`config.mk`:
```
export PLATFORM = sky130hd
export DESIGN_NAME = pti_div
export DESIGN_NICKNAME = d
export VERILOG_FILES = /design/src/rtl/assert_macros.svh /design/src/rtl/pti_div.sv
export SDC_FILE = /design/constraint.sdc
export NUM_CORES = 1
export LEC_CHECK = 0
export BUFFER_PORTS_ARGS = -buffer_cell sky130_fd_sc_hd__buf_2
export CAP_MARGIN = 10
export CELL_PAD_IN_SITES_DETAIL_PLACEMENT = 2
export CELL_PAD_IN_SITES_GLOBAL_PLACEMENT = 2
export CORE_UTILIZATION = 32
export DETAILED_ROUTE_END_ITERATION = 8
export GPL_ROUTABILITY_DRIVEN = 0
export PLACE_DENSITY = 0.79
export SYNTH_ARGS = -nofsm -noshare
export SYNTH_HDL_FRONTEND = slang
export SYNTH_SLANG_ARGS = --single-unit
```
`constraint.sdc`:
```
create_clock -name clk -period 10.1 [get_ports clk]
set_input_delay 0.505 -clock clk [delete_from_list [all_inputs] [get_ports clk]]
set_output_delay 0.505 -clock clk [all_outputs]
set_load 0.01 [all_outputs]
```
`src/rtl/assert_macros.svh`:
```
// Assertion macros for the polynomial trapezoid integrator.
// Depends on clk and rst_n being visible where a macro is used.
`ifndef ASSERT_MACROS_SVH
`define ASSERT_MACROS_SVH
`ifndef SYNTH
// Overlapping implication on the rising clock edge, masked during reset.
`define PTI_ASSERT_IMP(name, cond, prop) \
    name: assert property (@(posedge clk) disable iff (!rst_n) (cond) |-> (prop)) \
        else $error("pti assertion failed");
// Next-cycle implication on the rising clock edge, masked during reset.
`define PTI_ASSERT_NXT(name, cond, prop) \
    name: assert property (@(posedge clk) disable iff (!rst_n) (cond) |=> (prop)) \
        else $error("pti assertion failed");
`else
`define PTI_ASSERT_IMP(name, cond, prop)
`define PTI_ASSERT_NXT(name, cond, prop)
`endif
`endif

```
`src/rtl/pti_div.sv`:
```
// Radix-2 restoring divider: signed 33-bit dividend by unsigned 16-bit divisor.
// Quotient truncates toward zero. Standalone; no package dependency.
`default_nettype none

module pti_div (
    input  wire logic               clk,
    input  wire logic               rst_n,
    input  wire logic               start,
    input  wire logic signed [32:0] dividend,
    input  wire logic        [15:0] divisor,
    output logic                    done,
    output logic signed [32:0]      quotient
);

    typedef enum logic {D_IDLE, D_RUN} dstate_t;

    dstate_t            state_reg;
    logic        [31:0] mag_reg;
    logic        [15:0] rem_reg;
    logic        [15:0] div_reg;
    logic               neg_reg;
    logic         [4:0] cnt_reg;
    logic               done_reg;
    logic signed [32:0] quot_reg;

    logic        [32:0] dvd_abs;
    logic        [16:0] rem_sh;
    logic        [17:0] diff;
    logic               ge;
    logic        [31:0] mag_next;
    logic        [32:0] quot_next;

    assign dvd_abs   = dividend[32] ? (~dividend + 33'd1) : dividend;
    assign rem_sh    = {rem_reg, mag_reg[31]};
    assign diff      = {1'b0, rem_sh} - {2'b00, div_reg};
    assign ge        = !diff[17];
    assign mag_next  = {mag_reg[30:0], ge};
    assign quot_next = neg_reg ? (~{1'b0, mag_next} + 33'd1) : {1'b0, mag_next};

    always_ff @(posedge clk or negedge rst_n)
    begin
        if (!rst_n)
        begin
            state_reg <= D_IDLE;
            done_reg  <= 1'b0;
            mag_reg   <= '0;
            rem_reg   <= '0;
            div_reg   <= '0;
            neg_reg   <= 1'b0;
            cnt_reg   <= '0;
            quot_reg  <= '0;
        end
        else
        begin
            done_reg <= 1'b0;
            case (state_reg)
                D_IDLE:
                begin
                    if (start)
                    begin
                        mag_reg   <= dvd_abs[31:0];
                        rem_reg   <= '0;
                        div_reg   <= divisor;
                        neg_reg   <= dividend[32];
                        cnt_reg   <= '0;
                        state_reg <= D_RUN;
                    end
                end
                D_RUN:
                begin
                    // one quotient bit per cycle, MSB first
                    rem_reg <= ge ? diff[15:0] : rem_sh[15:0];
                    mag_reg <= mag_next;
                    cnt_reg <= cnt_reg + 5'd1;
                    if (cnt_reg == 5'd31)
                    begin
                        quot_reg  <= quot_next;
                        done_reg  <= 1'b1;
                        state_reg <= D_IDLE;
                    end
                end
                default:
                begin
                    state_reg <= D_IDLE;
                end
            endcase
        end
    end

    assign done     = done_reg;
    assign quotient = quot_reg;

endmodule

`default_nettype wire

```
# After elaboration in Yosys (flattened, before gate mapping)
# Index checks and enable logic that the tools add are counted.
# word_totals
ff_bits	105
input_bits	52
# op_classes
add_sub_neg	4
n_eq_ne	2
n_mux	14
n_bitwise	3
reduce_logical	3
# ops
cell	count
$mux W32	2
$pmux W32 S2	1
$add A33 B1 Y33 const B	1
$mux W33	1
$not A32 Y33	1
$add A32 B1 Y32 const B	1
$mux W16	2
$not A32 Y32	1
$pmux W16 S2	1
$sub A17 B16 Y18	1
$pmux W5 S2	1
$add A5 B1 Y5 const B	1
$eq A5 B5 Y1 const B	1
$mux W5	1
$mux W1	4
$reduce_and A2 Y1	2
$ne A2 B2 Y1 const B	1
$pmux W1 S2	1
$logic_not A1 Y1	1
$not A1 Y1	1

# Longest topological paths before layout
# depth
depth_word	5
mapped_depth	18

# Worst setup path after synthesis
# Ideal clock, no wire load.
# synth_path
path_kind	reg-to-reg
from	register rem_reg[5]
to	register quot_reg[20] (netlist: quotient[20])
setup_time_ns	0.136
arrival_time_ns	3.695
required_time_ns	9.964
setup_slack_ns	6.269
stages_incl_launch_ff	17
path_buffers	3
synth_period_minus_slack_ns	3.831
cell_sequence	dfrtp_1 ha_1 a211oi_1 o21bai_1 o211a_1 and3_1 clkbuf_1 or2_2 clkbuf_1 inv_1 clkbuf_1 ha_1 nand3_1 or2_2 o41ai_1 xor2_1 o21ai_0
# synth_via
elab_chain_cells	5
# synth_lines
item	line	source
start, declared	pti_div.sv:19	logic [15:0] rem_reg;
start signal, assigned	pti_div.sv:72	rem_reg <= ge ? diff[15:0] : rem_sh[15:0];
$sub A17 B16 Y18	pti_div.sv:35	assign diff = {1'b0, rem_sh} - {2'b00, div_reg};
$logic_not A1 Y1	pti_div.sv:36	assign ge = !diff[17];
$not A32 Y33	pti_div.sv:38	assign quot_next = neg_reg ? (~{1'b0, mag_next} + 33'd1) : {1'b0, mag_next};
$add A33 B1 Y33	pti_div.sv:38	
$mux W33	pti_div.sv:38	
end signal, assigned	pti_div.sv:77	quot_reg <= quot_next;
end, declared	pti_div.sv:24	logic signed [32:0] quot_reg;
# Every way passes these cells.
# A chain may end at the register's enable or synchronous reset.

# Worst setup path after layout
# layout_path
from	register rem_reg[9]
to	register quot_reg[20] (netlist: quotient[20])
# Same word-level chain as after synthesis.

==> metrics <==
run status complete, no violations; post-synthesis xor/xnor area fraction 0.0876; Top-Level Pins 86; filler cell count between 2000 and 2500; biggest area consumer among synthesized cells sky130_fd_sc_hd__dfrtp_1; Total GRT Usage 0.224; Die Y-Extent 145 µm; wire length of the first global-routing pass 35.7 mm; summed negative setup slack over all endpoints 0 ns; Worst Path Max Fanout 17; Arr. time, crit path ~5 ns; most frequent cells in the layout sky130_fd_sc_hd__nand2_1, sky130_fd_sc_hd__dfrtp_1, sky130_fd_sc_hd__o21ai_0, sky130_fd_sc_hd__buf_2, sky130_fd_sc_hd__xor2_1; total congestion overflow 0; path category of the worst min-delay check in -> async; Mean Syn Cell Area between 8 and 9 µm²; critical path start-end classification reg -> reg; adder and majority cell fraction of the synthesized area 0.0416; number of CTS-inserted buffers 9; antenna-violating nets left 0; met3 track demand over resource in global routing 0.0315; clock slew at the register clock pins of the worst setup and hold paths ~0.070 ns; gr busiest metal met2; initial core utilization 0.330; layout cells sized above 1 0.149; drc violations 0; initial antenna violation count 0; number of placement rows between 50 and 60; synthesis-to-layout area growth 13.7%; starting DRC count in detailed routing 320; post-layout utilization of the core 0.375; post-layout net count ~870; Antenna diodes 0; ranking of synthesized cells by area sky130_fd_sc_hd__dfrtp_1, sky130_fd_sc_hd__o21ai_0, sky130_fd_sc_hd__nand2_1, sky130_fd_sc_hd__xor2_1, sky130_fd_sc_hd__ha_1; HPWL after DPL 15.9 mm; via count of the first global-routing pass roughly 6500; area of the mapped netlist around 0.0065 mm²; fin crit period 4.67 ns; CTS tree done; worst slew pin tran ~1.2 ns; buffers from clock root to sink, at most 2; setup clock skew after layout approximately 0.01 ns; number of enable flip-flop cells after synthesis 0; largest voltage drop on the vdd net 98.9 µV; Die ar. about 0.021 mm²; P per Cell Area 353 mW/mm²; Reg-to-Reg End quotient[20]$_DFFE_PN0P_; fmax 214 MHz; Distinct cells, synth between 50 and 60; unrepaired setup endpoints after global routing false; number of H-tree levels 3; relative slew slack 0.204; max reg flops 33; count of pins over their slew limit 0; Worst R2R Path Depth 13; multiplexer fraction of the synthesized cell area 0.0310; flip-flop cell with the highest count after synthesis sky130_fd_sc_hd__dfrtp_1; DIE WIDTH approximately 140 µm; startpoint of the worst-slack reg-to-reg timing path rem_reg[9]$_DFFE_PN0P_; leakage component of the power ~3.3 nW; number of warnings printed during yosys synthesis 0; area fraction in compound gates after synthesis 0.208; final total power ~2.6 mW; per-cell routed wire length 20.5 µm; number of vias per cell around 5.5; largest family of logic cells by synthesized area compound AO/OA/AOI/OAI gates; MaxCap Viol Count 0; area fraction of the dominant cell type after synthesis 0.404; fraction of the mapped netlist area in simple logic gates 0.182; most common cell after layout, fill and taps aside sky130_fd_sc_hd__nand2_1; kind of launch point of the worst setup path flop; post-cts sizing count 0; share of the yosys chip area belonging to registers 0.404; total clock sinks between 100 and 150; insertion delay of the later-clocked pin in the worst-skew pair around 0.36 ns; post-CTS repair timing setup buffer count 0; number of instances in the synthesized netlist roughly 740; final hold viol count 0; floorplan core area about 0.020 mm²; register-to-register setup slack about 5.4 ns; library cell used as clock root buffer sky130_fd_sc_hd__clkbuf_16; largest net degree at the start of global routing 103; post-cts hold buffer count 0; vias around 5900; count of input and output buffers 85; met2 Use GR 0.381; final setup violation count 0; TritonRoute pass-1 iters 4; Post-Synthesis Net Count 816; post-synthesis sequential element count ~110; routed wire length roughly 22 mm; required time at the endpoint of the critical path 10.31 ns; met1 capacity usage during global routing 0.287; part of the cycle the worst path needs 0.463; Worst Hold Slack roughly 0.13 ns; async set-reset flop share out of synthesis 1.00; kind of end point of the critical path flop
[worst max-delay path, stage by stage (launching register included)]
cell and delay (ns):
sky130_fd_sc_hd__dfrtp_1 0.40, sky130_fd_sc_hd__ha_1 0.37, sky130_fd_sc_hd__a21o_1 0.23, sky130_fd_sc_hd__a21o_1 0.18, sky130_fd_sc_hd__a21oi_1 0.28, sky130_fd_sc_hd__o21ai_0 0.45
sky130_fd_sc_hd__or2_2 0.65, sky130_fd_sc_hd__inv_1 0.45, sky130_fd_sc_hd__ha_1 0.32, sky130_fd_sc_hd__nand3_1 0.19, sky130_fd_sc_hd__or2_2 0.38, sky130_fd_sc_hd__o41ai_1 0.30
sky130_fd_sc_hd__xor2_1 0.19, sky130_fd_sc_hd__o21ai_0 0.11
[cell type report]
type	count	area (µm²)	area share
Timing Repair Buffer	89	458	0.0619
Clock inverter	4	26.3	0.00355
Tap cell	265	332	0.0449
Multi-Input combinational cell	559	3580	0.484
Inverter	28	105	0.0142
Sequential cell	105	2630	0.356
Clock buffer	12	267	0.0361
[how the worst max path moves through the flow]
stage	start	endpoint	slack (ns)	depth (start not counted)
global placement	rem_reg[9]$_DFFE_PN0P_	quotient[20]$_DFFE_PN0P_	5.78	13
finish	rem_reg[9]$_DFFE_PN0P_	quotient[20]$_DFFE_PN0P_	5.43	13
global route	rem_reg[5]$_DFFE_PN0P_	quotient[24]$_DFFE_PN0P_	5.08	14
floorplan	rem_reg[5]$_DFFE_PN0P_	quotient[20]$_DFFE_PN0P_	6.27	16
detailed placement	rem_reg[9]$_DFFE_PN0P_	quotient[20]$_DFFE_PN0P_	5.50	13
CTS	rem_reg[5]$_DFFE_PN0P_	quotient[20]$_DFFE_PN0P_	5.38	13
[cells by family (layout without fill, tap and decap cells)]
group,Yosys count,in the layout
fa+ha+maj,21,21
xor+xnor,65,65
flops,105,105
buf+inv,79,133
compound gates,209,209
mux,20,20
simple gates,244,244
[Yosys cell counts (2+ instances only)]
master,count
sky130_fd_sc_hd__or2_2,5
sky130_fd_sc_hd__nor3b_1,13
sky130_fd_sc_hd__buf_2,3
sky130_fd_sc_hd__nor4_1,6
sky130_fd_sc_hd__nor3_1,15
sky130_fd_sc_hd__buf_1,5
sky130_fd_sc_hd__xor2_1,41
sky130_fd_sc_hd__inv_1,27
sky130_fd_sc_hd__or4_1,5
sky130_fd_sc_hd__o31ai_1,11
sky130_fd_sc_hd__a21oi_1,23
sky130_fd_sc_hd__and3_1,7
sky130_fd_sc_hd__nand3_1,13
sky130_fd_sc_hd__or3_1,10
sky130_fd_sc_hd__o31ai_2,2
sky130_fd_sc_hd__a221o_1,13
sky130_fd_sc_hd__nor2_1,35
sky130_fd_sc_hd__nand2_1,110
sky130_fd_sc_hd__ha_1,20
sky130_fd_sc_hd__or4_4,3
sky130_fd_sc_hd__a31oi_1,5
sky130_fd_sc_hd__a32oi_1,2
sky130_fd_sc_hd__nand4_1,5
sky130_fd_sc_hd__a21o_1,5
sky130_fd_sc_hd__o211ai_1,7
sky130_fd_sc_hd__nand4b_1,2
sky130_fd_sc_hd__o2111ai_1,2
sky130_fd_sc_hd__a211o_1,4
sky130_fd_sc_hd__clkbuf_1,43
sky130_fd_sc_hd__o31a_1,8
sky130_fd_sc_hd__xnor2_1,24
sky130_fd_sc_hd__a211oi_1,7
sky130_fd_sc_hd__nand2b_1,7
sky130_fd_sc_hd__mux2i_1,19
sky130_fd_sc_hd__a21boi_0,2
sky130_fd_sc_hd__o21ai_1,2
sky130_fd_sc_hd__nor2b_1,2
sky130_fd_sc_hd__o21ai_0,96
sky130_fd_sc_hd__o41a_1,2
sky130_fd_sc_hd__o41ai_1,8
sky130_fd_sc_hd__o21bai_1,2
sky130_fd_sc_hd__dfrtp_1,105
sky130_fd_sc_hd__nand3b_1,4
[per-layer routing]
layer  share of wire  routed length [µm]
met3           0.032                 691
met1            0.46               10000
met2            0.49               10700
met5               0                   0
met4           0.020                 441
[where the power goes]
group / switching [mW] / total (mW) / internal (mW)
sequential: 0.254 / 0.893 / 0.640
clock: 0.166 / 0.353 / 0.187
combinational: 0.796 / 1.36 / 0.567
[per-stage QoR]
stage	instance area, µm²	setup WS (ns)	std cells
global route	7390	5.08	1062
floorplan	6500	6.27	743
CTS	7390	5.38	1062
detailed placement	7100	5.50	1046
finish	7390	5.43	1062
global placement	7100	5.78	1046
Power figures use the tool's default switching activity.
