===== src/rtl/assert_macros.svh =====
// Assertion macros for the polynomial trapezoid integrator.
// Depends on clk and rst_n being visible where a macro is used.
`ifndef ASSERT_MACROS_SVH
`define ASSERT_MACROS_SVH
`ifndef SYNTH
// Overlapping implication on the rising clock edge, masked during reset.
`define PTI_ASSERT_IMP(name, cond, prop) \
    name: assert property (@(posedge clk) disable iff (!rst_n) (cond) |-> (prop)) \
        else $error("pti assertion failed");
// Next-cycle implication on the rising clock edge, masked during reset.
`define PTI_ASSERT_NXT(name, cond, prop) \
    name: assert property (@(posedge clk) disable iff (!rst_n) (cond) |=> (prop)) \
        else $error("pti assertion failed");
`else
`define PTI_ASSERT_IMP(name, cond, prop)
`define PTI_ASSERT_NXT(name, cond, prop)
`endif
`endif


===== src/rtl/pti_pkg.sv =====
// Shared types and constants of the polynomial trapezoid integrator.
// No dependencies; used by pti_mul and the top level.
`default_nettype none

package pti_pkg;

    localparam int NUM_COEF = 5;
    localparam int IDX_W    = $clog2(NUM_COEF);

    localparam logic [IDX_W-1:0] COEF_LIMIT = IDX_W'(NUM_COEF);
    localparam logic [IDX_W-1:0] K_FIRST    = IDX_W'(1);
    localparam logic [IDX_W-1:0] K_LAST     = IDX_W'(NUM_COEF - 1);

    // coef_x4 .. coef_x0 after reset: 8x^4 + 32x^3 + 40x^2 + 16x + 1
    localparam logic [31:0] COEF_RESET [NUM_COEF] = '{
        32'd524288, 32'd2097152, 32'd2621440, 32'd1048576, 32'd65536
    };

    localparam logic MODE_TRAP = 1'b0;
    localparam logic MODE_RECT = 1'b1;

    localparam logic [63:0] Q_MAX = 64'h7FFF_FFFF_FFFF_FFFF;
    localparam logic [63:0] Q_MIN = 64'h8000_0000_0000_0000;

    typedef struct packed {
        logic start;
        logic half;     // shift by 25 instead of 24
    } mul_req_t;

    typedef struct packed {
        logic done;
        logic sat;
    } mul_rsp_t;

endpackage

`default_nettype wire


===== src/rtl/pti_mul.sv =====
// Shared multiply-shift unit: trunc0(a * b / 2^24 or 2^25), saturated to 64 bits.
// One 32x32 multiplier used twice per operation. Depends on pti_pkg.
`default_nettype none

module pti_mul (
    input  wire logic               clk,
    input  wire logic               rst_n,
    input  wire pti_pkg::mul_req_t  req,
    input  wire logic signed [63:0] a,
    input  wire logic signed [32:0] b,
    output pti_pkg::mul_rsp_t       rsp,
    output logic signed [63:0]      result
);

    typedef enum logic [2:0] {M_IDLE, M_LO, M_HI, M_ACC, M_OUT} mstate_t;

    mstate_t            state_reg;
    logic        [63:0] ma_reg;
    logic        [31:0] mb_reg;
    logic               neg_reg;
    logic               half_reg;
    logic        [63:0] pp_reg;
    logic        [95:0] prod_reg;
    logic signed [63:0] result_reg;
    logic               sat_reg;
    logic               done_reg;

    logic [63:0] a_mag;
    logic [32:0] b_mag;
    logic [31:0] mul_a;
    logic [63:0] pp_next;
    logic [95:0] q;
    logic [95:0] limit;
    logic        over;
    logic [63:0] res_next;

    assign a_mag   = a[63] ? (~a + 64'd1) : a;
    assign b_mag   = b[32] ? (~b + 33'd1) : b;
    assign mul_a   = (state_reg == M_HI) ? ma_reg[63:32] : ma_reg[31:0];
    assign pp_next = mul_a * mb_reg;

    assign q     = half_reg ? (prod_reg >> 25) : (prod_reg >> 24);
    assign limit = {32'd0, (neg_reg ? pti_pkg::Q_MIN : pti_pkg::Q_MAX)};
    assign over  = q > limit;

    always_comb
    begin
        if (over)
            res_next = neg_reg ? pti_pkg::Q_MIN : pti_pkg::Q_MAX;
        else if (neg_reg)
            res_next = ~q[63:0] + 64'd1;
        else
            res_next = q[63:0];
    end

    always_ff @(posedge clk or negedge rst_n)
    begin
        if (!rst_n)
        begin
            state_reg  <= M_IDLE;
            done_reg   <= 1'b0;
            sat_reg    <= 1'b0;
            ma_reg     <= '0;
            mb_reg     <= '0;
            neg_reg    <= 1'b0;
            half_reg   <= 1'b0;
            pp_reg     <= '0;
            prod_reg   <= '0;
            result_reg <= '0;
        end
        else
        begin
            done_reg <= 1'b0;
            case (state_reg)
                M_IDLE:
                begin
                    if (req.start)
                    begin
                        ma_reg    <= a_mag;
                        mb_reg    <= b_mag[31:0];
                        neg_reg   <= a[63] ^ b[32];
                        half_reg  <= req.half;
                        state_reg <= M_LO;
                    end
                end
                M_LO:
                begin
                    pp_reg    <= pp_next;
                    state_reg <= M_HI;
                end
                M_HI:
                begin
                    prod_reg  <= {32'd0, pp_reg};
                    pp_reg    <= pp_next;
                    state_reg <= M_ACC;
                end
                M_ACC:
                begin
                    prod_reg  <= prod_reg + {pp_reg, 32'd0};
                    state_reg <= M_OUT;
                end
                M_OUT:
                begin
                    result_reg <= res_next;
                    sat_reg    <= over;
                    done_reg   <= 1'b1;
                    state_reg  <= M_IDLE;
                end
                default:
                begin
                    state_reg <= M_IDLE;
                end
            endcase
        end
    end

    assign rsp.done = done_reg;
    assign rsp.sat  = sat_reg;
    assign result   = result_reg;

endmodule

`default_nettype wire


===== config.mk =====
export PLATFORM = sky130hd
export DESIGN_NAME = pti_mul
export DESIGN_NICKNAME = d
export VERILOG_FILES = /design/src/rtl/assert_macros.svh /design/src/rtl/pti_pkg.sv /design/src/rtl/pti_mul.sv
export SDC_FILE = /design/constraint.sdc
export NUM_CORES = 2
export LEC_CHECK = 0
export ABC_AREA = 1
export BUFFER_PORTS_ARGS = -buffer_cell sky130_fd_sc_hd__buf_2
export CELL_PAD_IN_SITES_DETAIL_PLACEMENT = 0
export CELL_PAD_IN_SITES_GLOBAL_PLACEMENT = 2
export CORE_UTILIZATION = 35
export DETAILED_ROUTE_END_ITERATION = 8
export GPL_ROUTABILITY_DRIVEN = 1
export PLACE_DENSITY_LB_ADDON = 0.1
export SLEW_MARGIN = 20
export SYNTH_ARGS = -nofsm -noshare
export SYNTH_HDL_FRONTEND = slang
export SYNTH_SLANG_ARGS = --single-unit

===== constraint.sdc =====
create_clock -name clk -period 6.8 [get_ports clk]
set_input_delay 0.34 -clock clk [delete_from_list [all_inputs] [get_ports clk]]
set_output_delay 0.34 -clock clk [all_outputs]
set_load 0.03 [all_outputs]

---- After elaboration in Yosys (flattened, before gate mapping) ----
Index checks and enable logic that the tools add are counted.
operators by class
  add/subtract/negate cells ............... 4
  multipliers ............................. 1
  order comparisons ....................... 1
  equal/unequal tests ..................... 5
  muxes and demuxes ....................... 11
  bitwise operators ....................... 4
  reduce and logical (&&, ||, !) cells .... 4
operators with widths
  operator               number
  $mux 64                4
  $pmux 96 s2            1
  $add 64x1->64 const B  2
  $not 64->64            2
  $add 96x96->96         1
  $gt 72x64->1           1
  $mux 72                1
  $mul 32x32->64         1
  $mux 32                2
  $add 32x1->32 const B  1
  $not 32->32            1
  $pmux 3 s4             1
  $eq 3x2->1 const B     2
  $eq 3x1->1 const B     1
  $eq 3x3->1 const B     1
  $logic_not 3->1        1
  $mux 3                 1
  $ne 2x2->1 const B     1
  $reduce_and 2->1       1
  $reduce_bool 2->1      1
  $reduce_or 2->1        1
  $mux 1                 1
  $xor 1x1->1            1
storage, ports and cells
  flip-flop bits (word level) ............. 327
  input port bits ......................... 101
  output and inout bits ................... 66
  word-level logic and storage cells ...... 40

---- Logic depth before layout (Yosys ltp) ----
  depth after elaboration ................. 5
  depth in mapped cells ................... 40

---- Worst setup path after synthesis ----
No wires, ideal clock.
  path type ............................... register -> register
  start point ............................. register state_reg[2]
  end point ............................... register pp_reg[46]
  setup time .............................. 130 ps
  arrival ................................. 7236 ps
  data required time ...................... 6670 ps
  setup slack ............................. -565 ps
  cell stages (with the launch flop) ...... 35
  buffers on the path ..................... 2
  cells stage by stage .................... dfrtp_1 nor2_1 inv_2 nor2_2 inv_2 buf_1 o21ai_2 clkbuf_1 nor2_1 fa_1 inv_1 fa_1 inv_1 fa_1 inv_1 fa_1 inv_1 fa_1 fa_1 fa_1 inv_1 fa_1 inv_1 ha_1 nand2_1 nor2_1 inv_1 nor2_1 nand3_1 o21ai_0 nand2_1 nand2_1 nand2_1 nand3_1 o21ai_0
on the way
  cells in the longest elaborated chain, start to end .. 3
ends and longest elaborated chain
  item                    line                          source
  start, declared         pti_mul.sv:17                 mstate_t state_reg;
  start signal, assigned  pti_mul.sv:60                 state_reg <= M_IDLE;
  start signal, assigned  pti_mul.sv:83                 state_reg <= M_LO;
  start signal, assigned  pti_mul.sv:89                 state_reg <= M_HI;
  $eq 3x2->1              pti_mul.sv:39, pti_mul.sv:74
  $mux 32                 pti_mul.sv:39                 assign mul_a = (state_reg == M_HI) ? ma_reg[63:32] : ma_reg[31:0];
  $mul 32x32->64          pti_mul.sv:40                 assign pp_next = mul_a * mb_reg;
  end signal, assigned    pti_mul.sv:88                 pp_reg <= pp_next;
  end signal, assigned    pti_mul.sv:94                 pp_reg <= pp_next;
  end, declared           pti_mul.sv:22                 logic [63:0] pp_reg;
Several ways; a longest one is shown, not always the timed one.
A chain may end at the register's enable or synchronous reset.

---- Final worst setup path ----
  start point ............................. register state_reg[2]
  end point ............................... register pp_reg[37]
Same word-level chain as after synthesis.

==> results.md <==
- Setup slack on the worst reg-to-reg path comes out at -0.88 ns.
- The storage element area is 7590 sq um.
- The deepest level of the CTS H-tree is 2.
- Synthesis inferred 303 register bits.
- The number of antenna violations at the first check in global routing was 10.
- Cells fill 43.3% of the core in the end.
- Synthesis produced a netlist with a net count of 9526.
- The worst register-to-register path ends at pp_reg[37]$_DFFE_PN0P_.
- The total negative slack for setup checks is -35.45 ns.
- The checks that failed: negative setup slack.
- By instance count, the cell type seen most on the critical path is fa_1.
- Summed over its instances, the top area cell type makes up 30.9% of the synthesized netlist area.
- On the critical path, the stage with the largest delay is an instance of fa_2.
- STA classifies the critical path endpoint as a flop.
- Setup repair after global routing could not meet its margin everywhere.
- The terminating pin of the worst hold path is ma_reg[0]$_DFFE_PN0P_.
- The initial utilization of the core area, before any placement, comes to 35.2%.
- Yosys attributes the largest share of cell area to fa_1 (31%), nand2_1 (14%), dfrtp_1 (13%), inv_1 (9.4%), ha_1 (8.5%).
- Using the TritonRoute via totals, the vias-per-cell ratio works out to 4.98.
- The mean cell area of the mapped netlist is 7.14 sq um.
- The flow ran to the end, but the final reports show violations.
- The slew of the pin with the lowest slew margin is 1.08 ns.
- The maximum buffer depth of the clock tree is 3.
- STA classifies the critical path startpoint as a flop.
- After filler insertion, the fill cell instance count of the layout stands at 17400.
- The unique cell type count in the Yosys netlist is 46.
- The arrival time reported for the critical path endpoint is 8.23 ns.
- The number of top-level pins is 167.
- The startpoint of the worst register-to-register path is state_reg[2]$_DFFE_PN0P_.
- TritonCTS built the clock tree.
- The first-pass iteration count of the detailed router is 5.
- The full die area is 168000 sq um.
- The synthesized design spends more area on one cell type than any other, namely fa_1.
- Row generation in the floorplan step produced 149 rows.
- In this run the most critical hold path is launched from a[0].
- Together, buffers and inverters on the worst path number 11.
- Clock tree synthesis inserted a total of 45 buffers.
- The share of the yosys chip area belonging to registers is 13.1%.
- The most critical setup path has its startpoint at state_reg[2]$_DFFE_PN0P_.
- The post-DP HPWL is 234000 um.
- The routability-driven placement congestion ratio is 0.993.
- Setup violations remaining at the end of the flow were counted as 53.
- At the worst endpoint, the required time is 7.35 ns.
- Derived from the worst setup path, the maximum achievable clock frequency is 130 MHz.
- Of all nets on the critical path, the largest fanout is 23.
- The first global-routing pass estimated 394000 um of wire.
- The number of hold-slack violations in the final timing report is 0.
- The via count of the routed design is 55000.
- The average wire length per cell after detail routing is 24.6 um.
- The detailed-route DRC error count is 0.
- The total area inside the core boundary comes to 165000 sq um.
- The max-slew violation count is 0.
- The min-delay analysis places its worst path in the category input pin to flop.
- For the finished layout, the period the worst path requires is 7.68 ns.
- The critical path crosses 33 cells after its start point.
- The final hold slack is 0.0260 ns.
- The final layout contains 10200 nets.
- The global router's overall resource usage is 32.3%.
- In the layout the commonest cells are nand2_1 (2118), inv_1 (1398), nor2_1 (1145).
- In this run the clock root is driven by a clkbuf_16.
- Leaving out fill and tap cells, the most frequent cell in the layout is nand2_1.
- The number of global-route vias before repair was 57500.
- The number of maximum-capacitance violations is 0.
- The fraction of the cycle the final worst path needs is 113%.
- The clock skew after layout is 0.0703 ns.
- Synthesis produced 8135 cells.
- The logic depth of the worst register-to-register path is 33.
- The worst-skew pair later-pin latency is 0.69 ns.
- The headroom to the max-slew limit is 27.4%.
- The post-route netlist has 17.3% of its cells at a drive strength greater than 1.
- The horizontal extent of the die is 409 um.
- At the placement stage, the worst setup path has a slack of -1.30 ns.
- Port buffering added 166 buffers.
- In this design, the stage delay of the slowest critical-path cell is 0.55 ns.
- Along the worst hold path, the cell count comes to 3.
- Among cell families on the critical path, the largest total delay comes from adder cells.
- The startpoint-to-endpoint class of the critical path is flop to flop.
- The final layout contains routed wiring with a total length of 271000 um.
- The maximum number of pins on one net before global-route repair is 106.
- The die is 409 um tall.
- Summing every instance area after synthesis gives 58100 sq um.
- From synthesis to final layout, the design area changed by 22.8%.
- The clock net sink count is 303.
- The footprint of the multi-input gates is 45800 sq um.
- Summed over all layers, the global routing overflow is 0.
- The flip-flop count of the largest register after layout is 72.
- Once routing completed, OpenROAD measured the worst setup slack at -0.884 ns.
- The warning count from the yosys run is 0.
- The detailed router finished its first iteration with 3472 violations.
- The post-detailed-route count of antenna-violating nets is 0.
- The clock slew seen by the registers of the worst setup and hold paths is 0.06 ns.
[cells by family after synthesis]
group / after synthesis / synth area share (%)
simple gates: 3909 / 26.9
buf+inv: 1775 / 11.7
fa+ha+maj: 1290 / 39.4
compound gates: 715 / 6.76
flops: 303 / 13.1
xor+xnor: 143 / 2.16
[final cells by class]
| type | instances | share of cell area [%] |
|---|---|---|
| diodes | 4 | 0.0140 |
| clock buffers | 57 | 1.74 |
| clock inverters | 25 | 0.409 |
| inverters | 1474 | 7.84 |
| multi-input cells | 6057 | 64.2 |
| flip-flops and latches | 303 | 10.6 |
| well taps | 2189 | 3.84 |
| repair buffers | 930 | 11.3 |
[routing by layer]
layer / up-vias / GRT usage [%] / share of wire (%)
met5: - / 0 / 0.014
met4: 4 / 18.1 / 7.0
met3: 450 / 3.16 / 3.8
met2: 1433 / 58.0 / 50
met1: 27200 / 37.5 / 39
li1: 25900 / - / -
[repair_timing]
item / CTS / global route
resized for setup: 295 / 199
buffers inserted: 24 / 26
endpoints found under the setup margin: 54 / 54
endpoints found under the hold margin: 96 / 0
hold buffers: 9 / 0
cloned: 1 / 1
pin swaps: 58 / 89
[per-stage QoR]
| stage | cells | cell area [sq um] |
|---|---|---|
| after detailed placement | 10900 | 67400 |
| final | 11000 | 71300 |
| after global routing | 11000 | 71300 |
| after CTS | 11000 | 70400 |
| after floorplan | 8135 | 58900 |
| after global placement | 10900 | 67400 |
[synthesized netlist by cell type (all sizes together)]
cell       n
a21o      15
o41ai      1
buf       60
xnor2     48
and3       2
xor2      95
a21boi    13
nand2b     1
or2       44
nand2   2202
ha       393
nand4     60
a21oi    232
fa       897
nor3      51
clkinv    18
dfrtp    303
clkbuf   241
nand3    264
o22ai      8
nand3b    23
o211ai    14
inv     1456
nor4      12
a31oi     21
o221ai     6
and2       4
o21bai    21
nor3b      1
o31ai      8
nor2    1245
o21a      21
o21ai    355
[worst max-delay path by stage]
stage	endpoint	slack, ns
after global placement	pp_reg[29]$_DFFE_PN0P_	-1.30
after detailed placement	pp_reg[29]$_DFFE_PN0P_	-1.30
final	pp_reg[37]$_DFFE_PN0P_	-0.88
after global routing	pp_reg[52]$_DFFE_PN0P_	-1.08
after CTS	pp_reg[28]$_DFFE_PN0P_	-0.86
after floorplan	pp_reg[50]$_DFFE_PN0P_	-0.07
[worst reg2reg max path: cells and delay by family, from the launching register on]
kind / cells / cell delay (ns)
buffers and inverters: 11 / 1.17
adder cells (fa/ha/maj): 9 / 4.28
flip-flops: 1 / 0.39
AND/OR/NAND/NOR: 9 / 0.94
AO/OA/AOI/OAI: 4 / 0.81
Power is left out: the tool's default activity adds up to more than one toggle a clock period on the data nets, which glitch-free logic cannot reach.
